### config.mk
export PLATFORM = sky130hd
export DESIGN_NAME = char_lcd_nibble_writer
export DESIGN_NICKNAME = d
export VERILOG_FILES = /design/src/rtl/core/clnw_pkg.sv /design/src/rtl/core/clnw_front.sv /design/src/rtl/core/clnw_queue.sv /design/src/rtl/core/clnw_back.sv /design/src/rtl/core/char_lcd_nibble_writer.sv
export SDC_FILE = /design/constraint.sdc
export NUM_CORES = 1
export LEC_CHECK = 0
export BUFFER_PORTS_ARGS = -buffer_cell sky130_fd_sc_hd__buf_2
export CAP_MARGIN = 10
export CORE_MARGIN = 3
export CORE_UTILIZATION = 25
export DETAILED_ROUTE_END_ITERATION = 10
export MAX_ROUTING_LAYER = met4
export PLACE_DENSITY_LB_ADDON = 0.2
export SLEW_MARGIN = 5
export SYNTH_ARGS = -nofsm -noshare
export SYNTH_HDL_FRONTEND = slang
export SYNTH_SLANG_ARGS = --single-unit
export TNS_END_PERCENT = 50
### constraint.sdc
create_clock -name clock -period 7.6 [get_ports clock]
set_input_delay 0.38 -clock clock [delete_from_list [all_inputs] [get_ports clock]]
set_output_delay 0.38 -clock clock [all_outputs]
set_load 0.005 [all_outputs]
### src/rtl/core/clnw_pkg.sv
// ----------------------------------------------------------------------------
// clnw_pkg
// shared types and constants of the character lcd nibble writer
// ----------------------------------------------------------------------------
package clnw_pkg;

   localparam int INIT_LEN = 12;
   localparam int IDX_W    = 4;

   // nibble sequence positions that close a run
   localparam logic [IDX_W-1:0] INIT_LAST_IDX = IDX_W'(INIT_LEN - 1);
   localparam logic [IDX_W-1:0] CHAR_LAST_IDX = IDX_W'(1);

   // input kind carried on the request tuser bit
   localparam logic FUNC_INIT = 1'b0;
   localparam logic FUNC_CHAR = 1'b1;

   // register select levels
   localparam logic RS_COMMAND = 1'b0;
   localparam logic RS_DATA    = 1'b1;

   // classified work item handed from the front to the back
   typedef struct packed {
      logic       is_char;
      logic [7:0] code;
   } clnw_desc_type;

   // queue status seen by the front and the back
   typedef struct packed {
      logic valid;
      logic full;
   } clnw_qstat_type;

   // power-up command nibbles for 4-bit mode
   function automatic logic [3:0] init_nibble(input logic [IDX_W-1:0] idx);
      logic [3:0] nib;
      begin
         unique case (idx)
            4'd0, 4'd1, 4'd2: nib = 4'h3;  // wake-up
            4'd3:             nib = 4'h2;  // switch to 4-bit bus
            4'd4:             nib = 4'h2;  // function set, high
            4'd5:             nib = 4'h8;  // two lines, 5x8 font
            4'd6:             nib = 4'h0;  // display control, high
            4'd7:             nib = 4'hF;  // display, cursor, blink on
            4'd8:             nib = 4'h0;  // entry mode, high
            4'd9:             nib = 4'h6;  // increment
            4'd10:            nib = 4'h0;  // clear, high
            4'd11:            nib = 4'h1;  // clear display
            default:          nib = 4'h0;
         endcase
         return nib;
      end
   endfunction

endpackage

### src/rtl/core/clnw_front.sv
// ----------------------------------------------------------------------------
// clnw_front
// request intake: while the queue has room, registers and classifies one item per cycle
// ----------------------------------------------------------------------------
module clnw_front (
   input  logic                    clock,
   input  logic                    reset,
   input  logic                    req_tvalid,
   output logic                    req_tready,
   input  logic [7:0]              req_tdata,
   input  logic                    req_tuser,
   input  clnw_pkg::clnw_qstat_type q_stat,
   output logic                    push,
   output clnw_pkg::clnw_desc_type push_desc
);
   import clnw_pkg::*;

   logic          valid_ff, valid_in;
   clnw_desc_type desc_ff, desc_in;
   logic          accept;

   assign push       = valid_ff && !q_stat.full;
   assign req_tready = !valid_ff || !q_stat.full;
   assign accept     = req_tvalid && req_tready;
   assign push_desc  = desc_ff;

   always_comb begin
      valid_in = valid_ff;
      desc_in  = desc_ff;
      if (accept) begin
         valid_in        = 1'b1;
         desc_in.is_char = (req_tuser == FUNC_CHAR);
         desc_in.code    = req_tdata;
      end else if (push) begin
         valid_in = 1'b0;
      end
   end

   always_ff @(posedge clock) begin
      if (reset) begin
         valid_ff <= 1'b0;
      end else begin
         valid_ff <= valid_in;
      end
      desc_ff <= desc_in;
   end

endmodule

### src/rtl/core/clnw_queue.sv
// ----------------------------------------------------------------------------
// clnw_queue
// two-entry queue between intake and sequencer
// ----------------------------------------------------------------------------
module clnw_queue (
   input  logic                     clock,
   input  logic                     reset,
   input  logic                     push,
   input  clnw_pkg::clnw_desc_type  push_desc,
   input  logic                     pop,
   output clnw_pkg::clnw_desc_type  pop_desc,
   output clnw_pkg::clnw_qstat_type q_stat
);
   import clnw_pkg::*;

   clnw_desc_type mem_ff [2];
   logic          wr_ptr_ff, wr_ptr_in;
   logic          rd_ptr_ff, rd_ptr_in;
   logic [1:0]    count_ff, count_in;
   logic          do_push, do_pop;

   assign q_stat.valid = (count_ff != 2'd0);
   assign q_stat.full  = (count_ff == 2'd2);
   assign do_push      = push && !q_stat.full;
   assign do_pop       = pop && q_stat.valid;
   assign pop_desc     = mem_ff[rd_ptr_ff];

   always_comb begin
      wr_ptr_in = do_push ? ~wr_ptr_ff : wr_ptr_ff;
      rd_ptr_in = do_pop ? ~rd_ptr_ff : rd_ptr_ff;
      count_in  = count_ff;
      if (do_push && !do_pop) begin
         count_in = count_ff + 2'd1;
      end else if (do_pop && !do_push) begin
         count_in = count_ff - 2'd1;
      end
   end

   always_ff @(posedge clock) begin
      if (reset) begin
         wr_ptr_ff <= 1'b0;
         rd_ptr_ff <= 1'b0;
         count_ff  <= 2'd0;
      end else begin
         wr_ptr_ff <= wr_ptr_in;
         rd_ptr_ff <= rd_ptr_in;
         count_ff  <= count_in;
      end
   end

   always_ff @(posedge clock) begin
      if (do_push) begin
         mem_ff[wr_ptr_ff] <= push_desc;
      end
   end

endmodule

### src/rtl/core/clnw_back.sv
// ----------------------------------------------------------------------------
// clnw_back
// nibble sequencer: one enable pulse per nibble, results into output register
// ----------------------------------------------------------------------------
module clnw_back #(
   parameter int PULSE_CYCLES = 3200
) (
   input  logic                     clock,
   input  logic                     reset,
   input  clnw_pkg::clnw_qstat_type q_stat,
   input  clnw_pkg::clnw_desc_type  pop_desc,
   output logic                     pop,
   output logic                     rsp_tvalid,
   input  logic                     rsp_tready,
   output logic [7:0]               rsp_tdata,
   output logic                     rsp_tuser,
   output logic                     rsp_tlast
);
   import clnw_pkg::*;

   localparam int TW = (PULSE_CYCLES > 1) ? $clog2(PULSE_CYCLES) : 1;
   localparam logic [TW-1:0] TIMER_MAX = TW'(PULSE_CYCLES - 1);

   typedef enum logic [1:0] {
      ST_IDLE = 2'b01,
      ST_RUN  = 2'b10
   } state_type;

   state_type       state_ff, state_in;
   logic            is_char_ff, is_char_in;
   logic [7:0]      code_ff, code_in;
   logic [IDX_W-1:0] idx_ff, idx_in;
   logic [TW-1:0]   timer_ff, timer_in;
   logic            rsp_valid_ff, rsp_valid_in;
   logic [3:0]      nib_ff, nib_in;
   logic            rs_ff, rs_in;
   logic            last_ff, last_in;

   logic            done, out_free, fire, cur_last, load;
   logic [3:0]      cur_nib;

   assign done     = (state_ff == ST_RUN) && (timer_ff == TIMER_MAX);
   assign out_free = !rsp_valid_ff || rsp_tready;
   assign fire     = done && out_free;
   assign cur_last = is_char_ff ? (idx_ff == CHAR_LAST_IDX) : (idx_ff == INIT_LAST_IDX);
   assign load     = q_stat.valid && ((state_ff == ST_IDLE) || (fire && cur_last));
   assign pop      = load;

   // high nibble first for characters
   always_comb begin
      if (is_char_ff) begin
         cur_nib = (idx_ff == '0) ? code_ff[7:4] : code_ff[3:0];
      end else begin
         cur_nib = init_nibble(idx_ff);
      end
   end

   always_comb begin
      state_in     = state_ff;
      is_char_in   = is_char_ff;
      code_in      = code_ff;
      idx_in       = idx_ff;
      timer_in     = timer_ff;
      rsp_valid_in = rsp_tready ? 1'b0 : rsp_valid_ff;
      nib_in       = nib_ff;
      rs_in        = rs_ff;
      last_in      = last_ff;

      unique case (state_ff)
         ST_IDLE: begin
            if (load) begin
               state_in   = ST_RUN;
               is_char_in = pop_desc.is_char;
               code_in    = pop_desc.code;
               idx_in     = '0;
               timer_in   = '0;
            end
         end
         ST_RUN: begin
            if (fire) begin
               rsp_valid_in = 1'b1;
               nib_in       = cur_nib;
               rs_in        = is_char_ff ? RS_DATA : RS_COMMAND;
               last_in      = cur_last;
               timer_in     = '0;
               idx_in       = idx_ff + IDX_W'(1);
               if (cur_last) begin
                  if (load) begin
                     is_char_in = pop_desc.is_char;
                     code_in    = pop_desc.code;
                     idx_in     = '0;
                  end else begin
                     state_in = ST_IDLE;
                  end
               end
            end else if (!done) begin
               timer_in = timer_ff + TW'(1);
            end
         end
         default: begin
            state_in = ST_IDLE;
         end
      endcase
   end

   always_ff @(posedge clock) begin
      if (reset) begin
         state_ff     <= ST_IDLE;
         rsp_valid_ff <= 1'b0;
         timer_ff     <= '0;
         idx_ff       <= '0;
      end else begin
         state_ff     <= state_in;
         rsp_valid_ff <= rsp_valid_in;
         timer_ff     <= timer_in;
         idx_ff       <= idx_in;
      end
      is_char_ff <= is_char_in;
      code_ff    <= code_in;
      nib_ff     <= nib_in;
      rs_ff      <= rs_in;
      last_ff    <= last_in;
   end

   assign rsp_tvalid = rsp_valid_ff;
   assign rsp_tdata  = {4'b0000, nib_ff};
   assign rsp_tuser  = rs_ff;
   assign rsp_tlast  = last_ff;

endmodule

### src/rtl/core/char_lcd_nibble_writer.sv
// ----------------------------------------------------------------------------
// char_lcd_nibble_writer
// 4-bit character display writer: init runs and characters to nibble pulses
// ----------------------------------------------------------------------------
//
// channel   dir  tdata              tuser          tlast
// req_      in   [7:0] char_code    [0] func       -
// rsp_      out  [3:0] bus_nibble   [0] reg_select last nibble of a run
//
// each nibble holds the enable pulse until the pulse timer in the sequencer,
// set by PULSE_CYCLES, runs out; a character is two nibbles and an init run
// twelve, with no gap between runs while items wait. the intake takes one
// item per cycle while the queue has room, into a two-entry queue, so requests
// keep flowing while the sequencer is busy; a stalled output holds the timer.
// synchronous active-high reset empties the intake, queue and output register.
//
module char_lcd_nibble_writer #(
   parameter int PULSE_CYCLES = 3200
) (
   input  logic       clock,
   input  logic       reset,
   // request channel
   input  logic       req_tvalid,
   output logic       req_tready,
   input  logic [7:0] req_tdata,   // [7:0] char_code
   input  logic       req_tuser,   // [0] func: 0 init run, 1 character
   // result channel, one transfer per enable pulse
   output logic       rsp_tvalid,
   input  logic       rsp_tready,
   output logic [7:0] rsp_tdata,   // [3:0] bus_nibble, [7:4] zero
   output logic       rsp_tuser,   // [0] reg_select: 0 command, 1 data
   output logic       rsp_tlast
);
   import clnw_pkg::*;

   clnw_qstat_type q_stat;
   clnw_desc_type  push_desc;
   clnw_desc_type  pop_desc;
   logic           push;
   logic           pop;

   // intake and classify
   clnw_front u_front (
      .clock      (clock),
      .reset      (reset),
      .req_tvalid (req_tvalid),
      .req_tready (req_tready),
      .req_tdata  (req_tdata),
      .req_tuser  (req_tuser),
      .q_stat     (q_stat),
      .push       (push),
      .push_desc  (push_desc)
   );

   // decoupling queue
   clnw_queue u_queue (
      .clock     (clock),
      .reset     (reset),
      .push      (push),
      .push_desc (push_desc),
      .pop       (pop),
      .pop_desc  (pop_desc),
      .q_stat    (q_stat)
   );

   // nibble sequencer and output register
   clnw_back #(
      .PULSE_CYCLES (PULSE_CYCLES)
   ) u_back (
      .clock      (clock),
      .reset      (reset),
      .q_stat     (q_stat),
      .pop_desc   (pop_desc),
      .pop        (pop),
      .rsp_tvalid (rsp_tvalid),
      .rsp_tready (rsp_tready),
      .rsp_tdata  (rsp_tdata),
      .rsp_tuser  (rsp_tuser),
      .rsp_tlast  (rsp_tlast)
   );

`ifndef NO_ASSERTIONS
   // nothing comes out in the cycle after reset
   a_reset_quiet: assert property (@(posedge clock) reset |=> !rsp_tvalid)
      else $error("result valid right after reset");

   // a command run always ends on the clear-display nibble
   a_init_end: assert property (@(posedge clock) disable iff (reset)
      rsp_tvalid && rsp_tlast && (rsp_tuser == RS_COMMAND) |-> (rsp_tdata[3:0] == 4'h1))
      else $error("command run ended on a wrong nibble");

   // the queue is never popped while empty
   a_pop_valid: assert property (@(posedge clock) disable iff (reset)
      pop |-> q_stat.valid)
      else $error("pop from empty queue");

   // the intake only pushes into a queue with room
   a_push_room: assert property (@(posedge clock) disable iff (reset)
      push |-> !q_stat.full)
      else $error("push into full queue");
`endif

endmodule
# == Word level (Yosys, flattened, before mapping) ==
# Memory sizes are Yosys's and may differ from the RTL's. A register that Yosys moved wholly into a read port is not among the register bits.
# Index checks and enable logic that the tools add are counted.
# totals
reg_bits,48
ram_bits,18
romBits,64
input_bits,13
out_inout_bits,12
elab_cells,101
memories,2
# mem_list
name,words,word_bits,read_ports,rd_ports_with_merged_regs,wr,line_no,rtl
(name not given),16,4,1,1,0,clnw_pkg.sv:38,unique case (idx)
u_queue.mem_ff,2,9,1,1,1,clnw_queue.sv:16,clnw_desc_type mem_ff [2];
# classes
add_sub_neg,4
eq_ne,11
n_mux,39
n_bitwise,2
n_reduce_logical,28
# op_table
op,n
$mux 12,3
$mux 4,8
$mux 8,3
$pmux 12 s2,1
$pmux 8 s2,1
$mux 1,14
$add 12x1->12 const B,1
$eq 12x12->1 const B,1
$mux 2,6
$logic_and 1x1->1,10
$reduce_and 3->1,3
$pmux 4 s2,1
$reduce_bool 2->1,4
$logic_not 1->1,5
$add 4x1->4 const B,1
$eq 2x2->1 const B,2
$eq 4x1->1 const B,1
$eq 4x4->1 const B,1
$logic_not 4->1,1
$ne 2x1->1 const B,2
$ne 2x2->1 const B,2
$pmux 2 s2,1
$reduce_and 4->1,1
$logic_or 1x1->1,3
other kinds (7),8

# == Depth between registers and ports, before layout ==
# Gate-level depths: netlist of the first run.
# logic_depth
ltp_word,12
depth_mapped,12
mapped_depth_nobuf,12

# == By module ==
# Synthesis of the first run repeated with hierarchy kept, for this count alone.
# hier_totals
cells_unflattened,242
hier_area_um2,3040.4
# by_module_without_submodules
mod,instances,cells_per_inst,area_each_um2,seq_area_each_um2
clnw_back,1,174,1855.5,910.9
clnw_queue,1,53,867.1,640.6
clnw_front,1,15,317.8,290.3

# == Worst setup path before layout of the first run ==
# No wires, ideal clock.
# synth_timing
kind,register to register
start,reg u_back.is_char_ff
end,"reg u_back.code_ff[0], enable pin"
setup_time_ns,0.390
t_arrival_ns,2.243
required_ns,7.210
setup_slack_ns,4.967
path_stages_with_launch,6
n_path_buf,1
cell_sequence,edfxtp_1 buf_4 or3b_4 a21oi_2 or4b_4 a211oi_1
# synth_via
elab_chain_cells,3
# synth_rtl
element,line_no,rtl
from (decl),clnw_back.sv:30,"logic is_char_ff, is_char_in;"
from (signal assigned),clnw_back.sv:118,is_char_ff <= is_char_in;
$mux 1,clnw_back.sv:45,assign cur_last = is_char_ff ? (idx_ff == CHAR_LAST_IDX) : (idx_ff == INIT_LAST_IDX);
named net u_back.cur_last,clnw_back.sv:39,"logic done, out_free, fire, cur_last, load;"
$ne 2x1->1 (no source line),--,
$reduce_and 3->1 (no source line),--,
to (signal assigned),clnw_back.sv:119,code_ff <= code_in;
to (decl),clnw_back.sv:31,"logic [7:0] code_ff, code_in;"
# The timed path passes the listed nets, and every way through them passes these cells.
# A chain may end at the register's enable or synchronous reset.

# == Worst setup path in the final report of the first run ==
# layout_timing
start,reg u_back.is_char_ff
end,reg u_queue.count_ff[1]
# layout_via
elab_chain_cells,8
word_cells_on_any_way,10
classes_between,mux: 2; reduce/logical: 8
# layout_rtl
element,line_no,rtl
$mux 1 *,clnw_back.sv:45,
named net u_back.cur_last,clnw_back.sv:39,
$logic_and 1x1->1 *,clnw_back.sv:46,assign load = q_stat.valid && ((state_ff == ST_IDLE) || (fire && cur_last));
$logic_or 1x1->1 *,clnw_back.sv:46,
$logic_and 1x1->1 *,clnw_back.sv:46,
$logic_and 1x1->1 *,clnw_queue.sv:25,assign do_pop = pop && q_stat.valid;
$logic_not 1->1,clnw_queue.sv:32,if (do_push && !do_pop) begin
$logic_and 1x1->1,clnw_queue.sv:32,
$mux 2 or $reduce_bool 2->1 (tied branches),--,
to (signal assigned),clnw_queue.sv:47,count_ff <= count_in;
to (decl),clnw_queue.sv:19,"logic [1:0] count_ff, count_in;"
# The timed path passes the listed nets; every way through them passes the cells marked *.

==> results of run 1 <==
[worst paths after layout]
| check | to | startpoint | depth (start not counted) | slack, ns |
|---|---|---|---|---|
| worst max register to register | u_queue.count_ff[1] | u_back.is_char_ff | 7 | 4.85 |
| worst max-delay path | u_queue.count_ff[1] | u_back.is_char_ff | 7 | 4.85 |
| worst min register to register | u_queue.mem_ff[1][0] | u_front.push_desc[0] | 0 | 0.44 |
| worst min-delay path | u_front.push_desc[3] | req_tdata[3] | 1 | 0.22 |
[routing by layer]
metal | wire length, microns | vias to the layer above | GRT usage [%]
li1 | - | 973 | -
met1 | 2574 | 895 | 11.23
met2 | 2576 | 34 | 13.77
met3 | 236 | 9 | 3.856
met4 | 104 | 0 | 4.817
met5 | 0 | - | -
[state kept, by name (all words and copies together) (netlist names), 2 cells and up, named ones only]
name / count
u_back.code_ff: 8
u_back.idx_ff: 4
u_back.nib_ff: 4
u_back.state_ff: 2
u_back.timer_ff: 12
u_front.push_desc: 9
u_queue.count_ff: 2
u_queue.mem_ff: 18
[cell type report]
type	count	area, sq um	area share (%)
inverter	10	37.54	1.044
multi-input combinational	167	1149	31.94
clock buffer	9	225.2	6.263
tap	143	178.9	4.976
timing repair buffer	21	107.6	2.992
clock inverter	7	56.30	1.566
sequential	71	1842	51.22
[layout by cell type, fill, tap and decap left out, types with 2 or more instances in the layout]
master	netlist	final
nand2b_1	5	5
nor2b_1	2	2
o21ai_0	6	6
nand3b_1	2	2
a31oi_1	3	3
a21o_1	3	3
mux2i_1	6	6
inv_6	0	2
a41oi_1	2	2
o31ai_1	2	2
edfxtp_1	42	42
clkinv_4	0	3
a311oi_1	3	3
conb_1	1	4
mux2_2	9	9
and2_1	3	3
clkbuf_16	0	9
nand4_1	6	6
ha_1	9	9
nor2_1	31	31
nor3b_1	2	2
nand2_1	12	12
dfxtp_1	29	29
buf_2	1	20
a22oi_1	2	2
inv_1	9	9
nand3_1	7	7
a21oi_1	12	12
and3_1	4	4
xor2_1	11	11
[cells in the mapped netlist (all sizes together), types with 3 or more instances]
cell,count,share of area (%)
edfxtp,42,41
nor2,31,3.8
dfxtp,29,19
a21oi,13,2.2
nand2,12,1.5
xor2,11,3.1
inv,10,1.2
ha,9,3.7
mux2,9,3.3
nand3,7,1.1
o21ai,7,1.3
buf,6,1.4
mux2i,6,2.0
nand4,6,1.2
clkbuf,5,0.61
nand2b,5,1.0
and3,4,0.81
a21o,3,0.73
a311oi,3,0.85
a31oi,3,0.61
and2,3,0.61
[power by group]
group,internal (mW),switching (mW)
sequential,0.470,0.0303
combinational,0.0803,0.124
clock,0.224,0.167
total,0.774,0.322
[logic make-up after synthesis]
| group | synth area share (%) |
|---|---|
| XOR/XNOR | 3.415 |
| flip-flops | 59.84 |
| buffers and inverters | 3.211 |
| AO/OA/AOI/OAI | 9.879 |
| adder cells (fa/ha/maj) | 3.659 |
| other | 0.1218 |
| multiplexers | 5.244 |
| AND/OR/NAND/NOR | 14.63 |
[through the flow]
stage,hold WS (ns),worst slack [ns]
after global routing,0.1895,4.602
after floorplan,0.4215,4.967
after global placement,0.4254,4.895
final,0.2156,4.851
after CTS,0.1986,4.829
after detailed placement,0.4313,4.858
[worst register-to-register path: stages, from the launching register on]
cell and delay, ns:
edfxtp_1 0.53, or3b_4 0.44, a21oi_2 0.15, or4b_4 0.49, a21o_1 0.22, ha_1 0.33
or3_1 0.38, a21oi_1 0.14
==> flow_summary.yaml, run 1 <==
logic_synthesis:
  syn_inst: 256
  synth_ff_type: "edfxtp_1"
  netlist_area_sq_mm: 0.003078
  syn_area_per_cell_sq_um: 12.02
  synth_cell_types: 51
  synth_enable_flop_cells: 42
  ys_ff_latch: 71
  ys_seq_area_share_pct: 59.84
  ys_warn_count: 0
  ys_async_sr_fraction_pct: 0
die:
  die_height_microns: 117.0
  pin_count: 25
  start_util_pct: 26.28
  die_w_microns: 117.0
  rows: 39
  fp.dieArea_sq_mm: 0.01368
  core_area_sq_mm: 0.01171
clock_network:
  cts_tree: "built"
  clk_path_buf_depth: 2
  hold_buffers: 0
  cts-root-buf: "clkbuf_16"
  clock_latency_ns: 0.33
  post-cts-setup-buffers: 0
  cts_buffers: 9
  h-tree-depth: 3
  clk_pin_slew_worst_paths_ns: 0.06
  cts_resized: 0
  clock-sinks: 71
worst_setup_path:
  critPathSlowestCell: "edfxtp_1"
  worstPathArrival_ns: 3.01
  start_kind: "register"
  worstSetupPathType: "reg2reg"
  path_delay_family: "simple AND/OR/NAND/NOR gates"
  required_ns: 7.86
  crit_chain: "or3b_4, a21oi_2, or4b_4, a21o_1, ha_1, or3_1, a21oi_1"
  path_max_fanout: 11
  end_kind: "register"
  path_buf_inv: 0
  cpPeakStageDelay_ns: 0.53
routing:
  drc: 0
  routed-via-count: 1911
  wl_mm: 5.492
  wl_per_cell_microns: 12.83
  drt_iter0_drc: 97
  drtAntennaViolNets: 0
  avgViaCountPerCell: 4.465
  firstDrtPassIters: 4
global_routing:
  antenna_found_initial: 0
  grt_pass1_wl_mm: 9.370
  grt_usage_pct: 9.448
  grt_pass1_vias: 1962
  grt_max_degree: 28
  overflow: 0
placement:
  gp_congestion: 0.7213
  dpl_cell_area_sq_mm: 0.003314
  hpwl_mm: 3.827
  dpl.cell_count: 412
  port_buffers: 20
sta:
  rsz0062_at_grt: "no"
  tns_ns: 0
  finClkSkew_ns: 0.003388
  timing.final.crit_share_pct: 36.17
  max_slew_margin_pct: 46.48
  max_freq_mhz: 363.8
  worst_pin_slew_ns: 0.7998
  min_period_ns: 2.749
  timing.final.setup_violations: 0
  maxSlewViolCount: 0
  hold_viol_final: 0
layout:
  antennaDiodeCount: 0
  syn_to_final_growth_pct: 16.83
  final_area_sq_mm: 0.003596
  fill_cells: 1194
  stdcell_count: 428
  fin_util_pct: 30.71
  nNetsFinal: 302
  layout-drive-gt1-share_pct: 19.65
hold_path:
  hold_class: "in2reg"
run_status:
  outcome: "finished, final reports clean"
power_and_ir_drop:
  power_mw: 1.096
  p_leak_nw: 1.324
  power_density_mw_per_mm2: 304.8
  irDropWorstVdd_mv: 0.1319
flow_run:
  maxCapViolations: 0
(Power assumes the default switching activity.)
==> run 2, diff against run 1 <==
- clock period: 7.6 -> 2.3 ns (I/O delays scaled with it)
==> run 2 against run 1 <==
Against the previous run: the flow now finishes with violations (negative setup slack); count of clock-buffer cells in the layout unchanged; sequential share of layout area decreased by 6.1 points; cell count rose by 12%; die area unchanged; design area grew 13%; fmax rose by 16%; sequential power rose to 3.3 times the previous value; critical endpoint unchanged.
==> flow_summary.yaml, run 2 (synthesis gave the netlist of run 1 again) <==
routing:
  drtAntennaViolNets: 0
  routed-via-count: 2121
  avgViaCountPerCell: 4.428
  wl_per_cell_microns: 11.89
  wl_mm: 5.694
  drc: 0
  drt_iter0_drc: 98
  firstDrtPassIters: 4
sta:
  timing.final.crit_share_pct: 103.0
  min_period_ns: 2.370
  max_slew_margin_pct: 63.22
  timing.final.setup_violations: 1
  rsz0062_at_grt: "yes"
  worst_pin_slew_ns: 0.5517
  finClkSkew_ns: 0.005777
  hold-worst-slack_ns: 0.02658
  tns_ns: -0.06993
  hold_viol_final: 0
  maxSlewViolCount: 0
  max_freq_mhz: 422.0
  worst_slack_ns: -0.06993
worst_setup_path:
  r2r_start: "u_back.is_char_ff"
  r2r_slack_ns: -0.07
  end_kind: "register"
  required_ns: 2.56
  start_kind: "register"
  worstSetupPathType: "reg2reg"
  r2r-end: "u_queue.count_ff[1]"
  r2r_cells: 8
  cpPeakStageDelay_ns: 0.48
  crit_chain: "or3b_4, a21oi_4, or4b_4, a21o_1, ha_4, xor2_2, or3_1, a21oi_2"
  worstPathArrival_ns: 2.63
  critPathSlowestCell: "or4b_4"
  path_max_fanout: 3
clock_network:
  cts_tree: "built"
  clock-sinks: 71
  cts_buffers: 9
  clk_pin_slew_worst_paths_ns: 0.06
  clock_latency_ns: 0.33
  clk_path_buf_depth: 2
  cts-root-buf: "clkbuf_16"
  h-tree-depth: 3
die:
  rows: 39
  start_util_pct: 26.28
  die_height_microns: 117.0
  fp.dieArea_sq_mm: 0.01368
  core_area_sq_mm: 0.01171
  die_w_microns: 117.0
  pin_count: 25
placement:
  gp_congestion: 0.7161
  hpwl_mm: 4.128
  dpl_cell_area_sq_mm: 0.003642
  dpl.cell_count: 453
  port_buffers: 20
hold_path:
  hold_class: "in2reg"
  hold_end: "u_front.valid_ff"
  hold_start: "req_tvalid"
  hold_depth: 3
power_and_ir_drop:
  p_comb_share_pct: 24.8
  p_leak_nw: 1.587
  pwr-share-seq_pct: 40.4
  swShare_pct: 28.13
  cellInternalPower_mw: 2.900
  p_switching_mw: 1.135
  clock_power_share_pct: 34.8
  power_mw: 4.035
  power_density_mw_per_mm2: 988.9
  irDropWorstVdd_mv: 0.4252
global_routing:
  antenna_found_initial: 0
  overflow: 0
  grt_usage_pct: 9.753
  grt_max_degree: 28
  grt_pass1_vias: 2136
  grt_pass1_wl_mm: 9.922
layout:
  regMostFlops: "u_queue.mem_ff"
  antennaDiodeCount: 0
  layout-drive-gt1-share_pct: 31.55
  stdcell_count: 479
  layout_common_cells: "edfxtp_1, buf_4, nor2_1"
  largest_register_ff_count: 18
  syn_to_final_growth_pct: 32.56
  final_area_sq_mm: 0.004080
  nNetsFinal: 353
  final_common_cell: "edfxtp_1"
run_status:
  violations: "negative setup slack"
  outcome: "complete, but fails checks"
flow_run:
  maxCapViolations: 0
-- run 2: metal layers --
metal  vias to the layer above  track usage [%]  part of all wire (%)
li1                       1079                -                     -
met1                       991            11.64                    47
met4                         0            4.817                   1.8
met3                        11            2.879                   3.9
met5                         -                -                     0
met2                        40            15.05                    47
-- run 2: power by group through the flow --
stage / combinational [mW] / clock [mW] / sequential (mW)
floorplan: 0.605 / 0 / 1.62
global placement: 0.957 / 0 / 1.66
detailed placement: 0.953 / 0 / 1.66
CTS: 0.971 / 1.45 / 1.63
global route: 1.13 / 1.50 / 1.65
finish: 1.00 / 1.40 / 1.63
-- run 2: worst max-delay path, delay by kind of cell, from the launching register on --
| family | cells | cell delay, ns |
|---|---|---|
| flops | 1 | 0.35 |
| fa+ha+maj | 1 | 0.17 |
| simple gates | 3 | 1.21 |
| compound gates | 3 | 0.45 |
| xor+xnor | 1 | 0.14 |
-- run 2: worst max-delay path by stage --
stage	from	to	slack, ns	cells after the start
global placement	u_back.timer_ff[8]	u_queue.count_ff[1]	-0.07	8
finish	u_back.is_char_ff	u_queue.count_ff[1]	-0.07	8
detailed placement	u_back.timer_ff[8]	u_queue.count_ff[1]	-0.09	8
CTS	u_back.is_char_ff	u_queue.count_ff[1]	-0.09	8
floorplan	u_back.is_char_ff	u_queue.count_ff[1]	-0.11	9
global route	u_back.is_char_ff	u_queue.count_ff[1]	-0.18	8
-- run 2: layout make-up --
cell class / count / area (sq um)
Clock buffer: 9 / 225.2
Clock inverter: 7 / 77.57
Fill cell: 1151 / 7631
Inverter: 10 / 37.54
Multi-Input combinational cell: 167 / 1199
Sequential cell: 71 / 1842
Tap cell: 143 / 178.9
Timing Repair Buffer: 72 / 520.5
-- run 2: timing repair --
item,CTS,global route
hold buffers,9,0
gates resized for setup,0,10
pin swaps,1,1
setup buffers,0,1
gates cloned,0,0
setup endpoints to repair,5,15
hold endpoints to repair,9,0
-- run 2: per-stage QoR --
stage,setup slack [ns],utilization [%]
after floorplan,-0.1085,-
after global placement,-0.06625,31.10
after detailed placement,-0.08527,31.10
after CTS,-0.09269,34.46
after global routing,-0.1750,34.84
final,-0.06993,34.84
==> run 3, diff against run 2 <==
- CORE_UTILIZATION: 25 -> 45
- RECOVER_POWER: unset -> 100
==> run 3 against run 2 <==
Against the previous run: the run still ends with negative setup slack left; power shrank 13%; first-iteration DRC count grew 20%; wire length shrank 1.7%; critical endpoint unchanged; largest cell class unchanged; highest routed layer unchanged.
==> flow_summary.yaml, run 3 (synthesis gave the netlist of run 1 again) <==
clock_network:
  clock_latency_ns: 0.35
  clk_pin_slew_worst_paths_ns: 0.08
  cts_buffers: 9
  cts-root-buf: "clkbuf_8"
  clock-sinks: 71
  h-tree-depth: 3
  cts_tree: "built"
  clk_path_buf_depth: 2
placement:
  dpl.cell_count: 382
  gp_congestion: 0.8463
  hpwl_mm: 3.954
  port_buffers: 20
  dpl_cell_area_sq_mm: 0.003522
die:
  fp.dieArea_sq_mm: 0.007869
  pin_count: 25
  die_w_microns: 88.71
  core_area_sq_mm: 0.006495
  die_height_microns: 88.71
  rows: 29
  start_util_pct: 47.39
power_and_ir_drop:
  irDropWorstVdd_mv: 0.4899
  p_leak_nw: 1.496
  power_mw: 3.504
  power_density_mw_per_mm2: 902.9
sta:
  maxSlewViolCount: 0
  timing.final.crit_share_pct: 103.7
  hold_viol_final: 0
  max_freq_mhz: 419.3
  worst_pin_slew_ns: 0.5343
  max_slew_margin_pct: 64.38
  finClkSkew_ns: 0.008094
  timing.final.setup_violations: 2
  rsz0062_at_grt: "yes"
  min_period_ns: 2.385
  worst_slack_ns: -0.08470
layout:
  regMostFlops: "u_queue.mem_ff"
  layout-drive-gt1-share_pct: 30.45
  final_common_cell: "edfxtp_1"
  syn_to_final_growth_pct: 26.10
  stdcell_count: 412
  fill_cells: 540
  largest_register_ff_count: 18
  final_area_sq_mm: 0.003881
  nNetsFinal: 352
  layout_common_cells: "edfxtp_1, buf_4, nor2_1"
  antennaDiodeCount: 0
run_status:
  outcome: "complete, but fails checks"
  violations: "negative setup slack"
worst_setup_path:
  r2r_cells: 8
  r2r-end: "u_queue.count_ff[1]"
  r2r_start: "u_back.is_char_ff"
  path_max_fanout: 2
  worstSetupPathType: "reg2reg"
  r2r_slack_ns: -0.08
  end_kind: "register"
  worstPathArrival_ns: 2.66
  required_ns: 2.58
  start_kind: "register"
global_routing:
  grt_usage_pct: 16.74
  grt_pass1_wl_mm: 9.604
  grt_max_degree: 28
  grt_pass1_vias: 2157
  overflow: 0
  antenna_found_initial: 0
routing:
  wl_mm: 5.599
  avgViaCountPerCell: 5.167
  drt_iter0_drc: 118
  drc: 0
  drtAntennaViolNets: 0
  firstDrtPassIters: 4
  routed-via-count: 2129
  wl_per_cell_microns: 13.59
hold_path:
  hold_depth: 3
  hold_start: "rsp_tready"
  hold_class: "in2reg"
  hold_end: "u_back.rsp_tvalid"
flow_run:
  maxCapViolations: 0
[run 3: changes by cell type in the layout (fill, tap and decap cells not counted), sizes merged]
| cell | before | now |
|---|---|---|
| clkinv | 1 | 0 |
| buf | 63 | 54 |
| clkbuf | 9 | 16 |
| dlygate4sd3 | 9 | 10 |
| bufinv | 1 | 0 |
| clkinvlp | 1 | 3 |
[run 3: worst max-delay path, stage by stage (launching register included)]
cell and delay (ns):
edfxtp_1 0.36, or3b_4 0.39, a21oi_2 0.13, or4b_4 0.48, a21o_1 0.21, ha_4 0.17, xor2_2 0.13, or3_1 0.31
a21oi_1 0.13
[run 3: what timing repair did]
item,in CTS,in global routing
hold buffers,10,0
pin swaps,6,4
setup endpoints to repair,5,5
setup buffers,3,1
gates cloned,0,0
endpoints found under the hold margin,10,0
gates resized for setup,8,7
[run 3: how the worst max path moves through the flow]
| stage | endpoint | startpoint |
|---|---|---|
| after global routing | u_queue.count_ff[1] | u_back.is_char_ff |
| after CTS | u_queue.count_ff[1] | u_back.is_char_ff |
| after global placement | u_queue.count_ff[1] | u_back.timer_ff[8] |
| final | u_queue.count_ff[1] | u_back.is_char_ff |
| after floorplan | u_queue.count_ff[1] | u_back.is_char_ff |
| after detailed placement | u_queue.count_ff[1] | u_back.is_char_ff |
[run 3: layer usage]
layer  global-route usage, %  routed length, microns  up-vias
met5                       -                       0        -
met4                   7.005                      87        0
met3                   4.842                     176        7
met2                   26.86                    2729       37
met1                   19.65                    2606     1010
li1                        -                       -     1075
[run 3: cell type report]
| class | instances | area [sq um] | area share, % |
|---|---|---|---|
| clock inverter | 7 | 62.56 | 1.612 |
| timing repair buffer | 71 | 508.0 | 13.09 |
| multi-input combinational | 167 | 1209 | 31.14 |
| sequential | 71 | 1844 | 47.52 |
| tap | 77 | 96.34 | 2.482 |
| clock buffer | 9 | 123.9 | 3.191 |
| inverter | 10 | 37.54 | 0.9671 |
[run 3: metrics by stage]
step	utilization, %	TNS, ns	setup slack [ns]	hold WS, ns
global placement	54.23	-0.05864	-0.03095	0.2917
finish	59.76	-0.09997	-0.08470	0.1796
CTS	59.45	-0.1349	-0.1114	0.1630
detailed placement	54.23	-0.1900	-0.1045	0.2937
global route	59.76	-0.5259	-0.1942	0.1878
floorplan	-	-0.3111	-0.1085	0.2139
[run 3: where the power goes]
part,leakage [nW],internal (mW),total (mW),switching [mW]
clock,0.0863,0.413,0.932,0.519
sequential,0.628,1.55,1.63,0.0763
combinational,0.781,0.441,0.943,0.503
total,1.50,2.41,3.50,1.10
